$ cat config.mk
export PLATFORM = sky130hd
export DESIGN_NAME = mgram_front
export DESIGN_NICKNAME = d
export VERILOG_FILES = /design/src/hw/rtl/mgram_pkg.sv /design/src/hw/rtl/mgram_front.sv
export SDC_FILE = /design/constraint.sdc
export NUM_CORES = 1
export LEC_CHECK = 0
export BUFFER_PORTS_ARGS = -buffer_cell sky130_fd_sc_hd__buf_2
export CAP_MARGIN = 10
export CORE_MARGIN = 10
export CORE_UTILIZATION = 40
export CTS_CLUSTER_SIZE = 16
export DETAILED_ROUTE_END_ITERATION = 10
export RECOVER_POWER = 25
export SKIP_LAST_GASP = 1
export SYNTH_ARGS = -nofsm -noshare
export SYNTH_HDL_FRONTEND = slang
export SYNTH_SLANG_ARGS = --single-unit
$ cat constraint.sdc
create_clock -name clk_i -period 19.9 [get_ports clk_i]
set_clock_uncertainty 0.1 [all_clocks]
set_input_delay 1.99 -clock clk_i [delete_from_list [all_inputs] [get_ports clk_i]]
set_output_delay 1.99 -clock clk_i [all_outputs]
set_load 0.005 [all_outputs]
$ cat src/hw/rtl/mgram_pkg.sv
`default_nettype none

package mgram_pkg;

  localparam int unsigned NUM_ANT     = 4;
  localparam int unsigned NUM_ENTRIES = 10;
  localparam int unsigned ENT_W       = 4;
  localparam int unsigned NUM_STEPS   = 5;
  localparam int unsigned STEP_W      = 3;
  localparam int unsigned ACC_W       = 36;
  localparam int unsigned NV_W        = 32;

  localparam logic [ENT_W-1:0]  LAST_ENTRY = ENT_W'(NUM_ENTRIES - 1);
  localparam logic [STEP_W-1:0] LAST_STEP  = STEP_W'(NUM_STEPS - 1);

  // Queue status seen by the back end
  typedef struct packed {
    logic valid;
    logic last;
  } qctl_t;

  // Row index of each entry, in emission order
  function automatic logic [1:0] entry_row(input logic [ENT_W-1:0] e);
    logic [1:0] r;
    unique case (e)
      4'd0:                      r = 2'd0;
      4'd1, 4'd2:                r = 2'd1;
      4'd3, 4'd4, 4'd5:          r = 2'd2;
      4'd6, 4'd7, 4'd8, 4'd9:    r = 2'd3;
      default:                   r = 2'd0;
    endcase
    return r;
  endfunction

  // Column index of each entry, in emission order
  function automatic logic [1:0] entry_col(input logic [ENT_W-1:0] e);
    logic [1:0] c;
    unique case (e)
      4'd0, 4'd2, 4'd5, 4'd9:    c = 2'd0;
      4'd1, 4'd4, 4'd8:          c = 2'd1;
      4'd3, 4'd7:                c = 2'd2;
      4'd6:                      c = 2'd3;
      default:                   c = 2'd0;
    endcase
    return c;
  endfunction

endpackage

`default_nettype wire

$ cat src/hw/rtl/mgram_front.sv
`default_nettype none

module mgram_front #(
  parameter int unsigned DATA_W = 128
) (
  input  wire logic              clk_i,
  input  wire logic              rst_ni,
  input  wire logic              start_i,
  input  wire logic [DATA_W-1:0] row_i,
  input  wire logic              last_row_i,
  output logic                   busy_o,
  output mgram_pkg::qctl_t       qctl_o,
  output logic [DATA_W-1:0]      row_o,
  input  wire logic              pop_i
);
  import mgram_pkg::*;

  localparam int unsigned ENTRY_W = DATA_W + 1;

  logic [ENTRY_W-1:0] mem_q [2];
  logic               wr_ptr_q, wr_ptr_d;
  logic               rd_ptr_q, rd_ptr_d;
  logic [1:0]         count_q, count_d;
  logic               push;
  logic               full;

  assign full   = (count_q == 2'd2);
  assign busy_o = full;
  assign push   = start_i && !full;

  always_comb begin
    wr_ptr_d = push  ? ~wr_ptr_q : wr_ptr_q;
    rd_ptr_d = pop_i ? ~rd_ptr_q : rd_ptr_q;
    unique case ({push, pop_i})
      2'b10:   count_d = count_q + 2'd1;
      2'b01:   count_d = count_q - 2'd1;
      default: count_d = count_q;
    endcase
  end

  always_ff @(posedge clk_i or negedge rst_ni) begin
    if (!rst_ni) begin
      wr_ptr_q <= 1'b0;
      rd_ptr_q <= 1'b0;
      count_q  <= 2'd0;
    end else begin
      wr_ptr_q <= wr_ptr_d;
      rd_ptr_q <= rd_ptr_d;
      count_q  <= count_d;
    end
  end

  // Tag each row with its last-row mark as it enters the queue
  always_ff @(posedge clk_i) begin
    if (push) begin
      mem_q[wr_ptr_q] <= {last_row_i, row_i};
    end
  end

  assign qctl_o.valid = (count_q != 2'd0);
  assign qctl_o.last  = mem_q[rd_ptr_q][ENTRY_W-1];
  assign row_o        = mem_q[rd_ptr_q][DATA_W-1:0];

endmodule

`default_nettype wire

**Yosys cells after proc, flatten, opt, wreduce, memory -nomap -nowiden**

Memory sizes are Yosys's and may differ from the RTL's.
Cells that the tools add are included.

- Bits in registers: 4
- RAM bits: 258
- Input port bits: 133
- Output and inout bits: 131
- Logic and storage cells: 18
- Memories: 1

Memories:

| name | depth | width | read ports | clocked after Yosys merged registers in | write ports | line | source |
|---|---|---|---|---|---|---|---|
| mem_q | 2 | 129 | 1 | 0 | 1 | mgram_front.sv:20 | `logic [ENTRY_W-1:0] mem_q [2];` |

- Add/sub/neg operators: 2
- Equal/unequal tests: 3
- Muxes and demuxes: 3
- Bitwise logic cells: 2
- Reduce and logical (&&, ||, !) cells: 4

Operators by type and width:

| operator | count |
|---|---|
| 2-bit equality test (second input constant) | 2 |
| 2-bit one-hot mux with 2 select lines | 1 |
| 2-bit nonzero test | 2 |
| 2-bit by 1-bit adder with 2-bit output (second input constant) | 1 |
| 2-bit by 1-bit equality test with 1-bit output (second input constant) | 1 |
| 1-bit 2-to-1 mux | 2 |
| 1-bit NOT | 2 |
| 2-bit by 1-bit subtractor with 2-bit output (second input constant) | 1 |
| 1-bit logical AND | 1 |
| 1-bit zero test | 1 |

**Logic depth before layout (Yosys ltp)**

- Depth in word-level cells: 5
- Mapped depth: 6
- Mapped depth without buffers: 6

**Least setup slack after synthesis**

No wires, ideal clock.

- Kind: input to register
- Start point: input start_i
- End point: memory mem_q[0][0] in the netlist's numbering, enable pin
- Setup time: 619 ps
- Arrival time: 7,443 ps
- Required time: 19,181 ps
- Path slack: 11,738 ps
- Cell stages on the path: 2
- Buffers on the path: 0
- Path through: nand2_1 > nor2_1

- Longest elaborated chain between the ends: 3

Ends and longest elaborated chain:

| element | line | source |
|---|---|---|
| from (decl) | mgram_front.sv:8 | `input wire logic start_i,` |
| 1-bit logical AND | mgram_front.sv:29 | `assign push = start_i && !full;` |
| 1-bit 2-to-1 mux | mgram_front.sv:55 | `if (push) begin` |
| 1-bit 2-to-1 mux (not written as such) | mgram_front.sv:56 | `mem_q[wr_ptr_q] <= {last_row_i, row_i};` |
| to (decl) | mgram_front.sv:20 |  |

No other way between the ends.

**Final worst setup path**

- Start point: register rd_ptr_q
- End point: output row_o[5]

- Longest elaborated chain between the ends: 1

Ends and longest elaborated chain:

| element | line | source |
|---|---|---|
| from (decl) | mgram_front.sv:22 | `logic rd_ptr_q, rd_ptr_d;` |
| from (signal assigned) | mgram_front.sv:48 | `rd_ptr_q <= rd_ptr_d;` |
| memory read 2 x 129 bit | - |  |
| to (decl) | mgram_front.sv:13 | `output logic [DATA_W-1:0] row_o,` |

No other way between the ends.

==> results.txt <==
The run finished with clean final reports. Together, buffers and inverters on the worst path number 2. For this run, the post-layout net count is 835.

Counting every net in the synthesized netlist gives 552. The clock drives 262 sinks. The die covers 30390 µm². CTS placed an instance of sky130_fd_sc_hd__clkbuf_16 at the clock tree root. For the initial antenna violation count, the log shows 4. After clock tree synthesis, the clock-pin slew on the worst setup and hold paths is 0.06 ns.

The number of buffers added for setup after CTS is 0, and the global-route total usage across every layer is 0.1281. The tools report the relative slew slack as 0.2348. The ratio of routed vias to standard cells was 4.721.

In the routed design, unresolved DRC markers number 0. The number of vias in the routed layout came out at 4919. In the post-synthesis netlist, the biggest area contributors are sky130_fd_sc_hd__edfxtp_1, sky130_fd_sc_hd__mux2_2, sky130_fd_sc_hd__buf_6. After clock tree synthesis, the repair step resized 0 gates. After routing the design area is 11940 µm². For the pin with the worst max-slew slack, the measured transition is 1.148 ns.

The number of detailed-routing iterations run before antenna repair is 6, and the synthesized area divided by synthesized cell count is 22.79 µm². The run gives 1.240 mW as the total internal power. The leakage power total was 4.360 nW; the quantity of hold-fixing buffers added after cts was 0. The later pin in the worst-skew pair is clocked with a latency of 0.51 ns. The kind of cell with the highest combined delay on the critical path was flip-flops. For the count of synthesis-stage warnings from yosys, the log shows 0.

The cell area reported after detailed placement is 11150 µm², and the met2 usage is 0.2049. Number of H-tree levels: 1. The sum of negative setup slack is 0 ns. Of all nets on the critical path, the largest fanout is 67. In the synthesized netlist, the cells that appear most often are sky130_fd_sc_hd__edfxtp_1, sky130_fd_sc_hd__mux2_2, sky130_fd_sc_hd__buf_6. The fraction of synthesis flops using an asynchronous set or reset pin is 0.01527. The maximum clock rate was 0.1969 GHz.

The smallest clock period supported by the final layout is computed as 5.079 ns. For the sequential share of the synthesized area, the log shows 0.8239. The share of cells above drive strength 1 was 0.5597; the critical path's largest stage delay was 1.00 ns. STA classifies the critical path endpoint as an output pin. The busiest metal layer after global routing is met2. The slowest stage of the critical path is the sky130_fd_sc_hd__dfrtp_4 cell.

The footprint of the multi-input gates was 1551 µm²; the core footprint was 23470 µm². The top cell type's share of synthesized area came out at 0.8133. Setup repair after global routing left no endpoint under its margin. The cell with the most instances after synthesis was sky130_fd_sc_hd__edfxtp_1. The die is 174.3 µm wide. The tools report the number of antenna-violating nets in the routed design as 0. Counting the buffers created by CTS gives 28. Critical path launch point type: a flip-flop. Row generation in the floorplan step produced 56 rows. TritonCTS built the clock tree.

The largest net degree at the start of global routing is 81. The areal power density over the cells came out at 143.0 nW/µm². The tools report the max-slew violation count as 0.

The commonest register cell after synthesis was sky130_fd_sc_hd__edfxtp_1. The first global-routing pass estimated 30740 µm of wire. Setup-violating endpoint count in the final report: 0. The clock network fraction of total power was 0.269; the largest buffer count on any clock path was 3.

Dividing the detail-routed wire length by the instance count gives 19.75 µm. The tools report the sum of net half-perimeters after detailed placement as 14050 µm. STA puts the critical path data required time at 17.81 ns. The net switching share of the total power works out to 0.2737.

The path class of the tightest hold or removal check is reg2reg. Fill cells in the final layout number 1942. The number of enable-type register cells in the synthesized netlist is 258.

For this run the aggregate overflow at the end of global routing stands at 0. The routed design has 20580 µm of wire. The tool flagged a number of max-cap violations equal to 0. For the worst setup path, the data arrival time is 2.99 ns.

The tools report the global routing usage on met3 as 0.05439. The count of input and output buffers came out at 263. The flip-flop and latch count after synthesis is 262.

The count of routing violations after the opening detailed-route iteration is 251. The logs give 15 for the post-synthesis cell type count and 0.4671 mW for the switching power of the nets. The run gives 0.474 as the sequential power share. The ratio of final minimum period to clock period came out at 0.2552. The class of the most critical setup path is reg2out. The largest total area in the synthesized netlist belongs to sky130_fd_sc_hd__edfxtp_1.

The growth of design area from synthesis to finish works out to 25.31%. In this run the cell area of the synthesized design comes to 9525 µm². The logs give 0.257 for the logic gate share of total power and 0 for the number of hold violations in the final report. The die is 174.3 µm tall. VDD sags by at most 0.00008324 V.

The run gives 5347 as the via count of the first global-routing pass. Traced cell by cell, the critical path runs through buf_4, mux2_2, buf_2. The placer congestion estimate is 0.7333, and the sequential cell area is 7851 µm². The cell count after synthesis came out at 418. During I/O placement, the number of pins put on the boundary was 264. The fraction of met1 tracks used by global routing was 0.1559. The initial core utilization came out at 0.4058.
==> area by class of cell <==
type                            count  area share
Sequential cell                   262      0.6578
Antenna cell                        3   0.0006289
Inverter                            1   0.0003145
Tap cell                          319     0.03344
Clock inverter                     14    0.005975
Clock buffer                       35     0.06268
Timing Repair Buffer              267      0.1092
Multi-Input combinational cell    141      0.1300
==> cell families (layout without fill, tap and decap cells) <==
| family | after synthesis | in the layout | share of synthesized area |
|---|---|---|---|
| AND/OR/NAND/NOR | 6 | 6 | 0.003154 |
| multiplexers | 129 | 129 | 0.1525 |
| adder cells (fa/ha/maj) | 1 | 1 | 0.001313 |
| flip-flops | 262 | 262 | 0.8239 |
| XOR/XNOR | 5 | 5 | 0.004598 |
| buffers and inverters | 15 | 317 | 0.01458 |
| other | 0 | 3 | 0 |
==> flip-flops by register name, summed over array words and instances (netlist names) <==
register and count:
rd_ptr_q 1, count_q 2, mem_q 258, wr_ptr_q 1
==> worst paths after layout <==
kind	slack [ns]	start	endpoint	cells after the start
max reg2reg	17.01	count_q[0]	mem_q[0][40]	5
min	0.40	count_q[1]	count_q[1]	1
max in group asynchronous	18.32	rst_ni	rd_ptr_q	1
min reg2reg	0.40	count_q[1]	count_q[1]	1
min in group asynchronous	1.19	rst_ni	rd_ptr_q	1
max	14.82	rd_ptr_q	row_o[5]	3
==> cell usage in the layout, fill, tap and decap left out, drive strengths merged <==
cell	n
buf	234
ha	1
nor2	2
dfrtp	4
xor2	2
mux2	129
clkbuf	68
inv	2
and3	1
diode	3
clkinv	12
xnor2	3
clkinvlp	1
edfxtp	258
nand2b	1
nand2	1
or2	1
==> power groups by stage <==
stage	Combinational (mW)	Sequential, mW	Clock, mW
6_report	0.439	0.809	0.458
4_1_cts	0.453	0.813	0.472
5_1_grt	0.481	0.823	0.497
3_3_place_gp	0.444	0.816	0
3_5_place_dp	0.449	0.824	0
2_1_floorplan	0.288	0.806	0
==> through the flow <==
| stage | setup slack, ns | power, mW | utilization | cells | hold WS [ns] |
|---|---|---|---|---|---|
| after floorplan | 11.74 | 1.094 | - | 418 | 0.3559 |
| after global placement | 15.39 | 1.260 | 0.4751 | 990 | 0.3743 |
| after detailed placement | 15.33 | 1.273 | 0.4751 | 990 | 0.3896 |
| after CTS | 14.76 | 1.738 | 0.5100 | 1039 | 0.3974 |
| after global routing | 14.62 | 1.801 | 0.5082 | 1039 | 0.4175 |
| final | 14.82 | 1.707 | 0.5085 | 1042 | 0.4042 |
==> metal layers <==
metal / up-vias / wire (µm)
met1: 2424 / 8422
met3: 34 / 2156
li1: 2242 / -
met5: - / 7
met2: 217 / 9576
met4: 2 / 418
No activity file was read; power rests on OpenSTA's default activity.
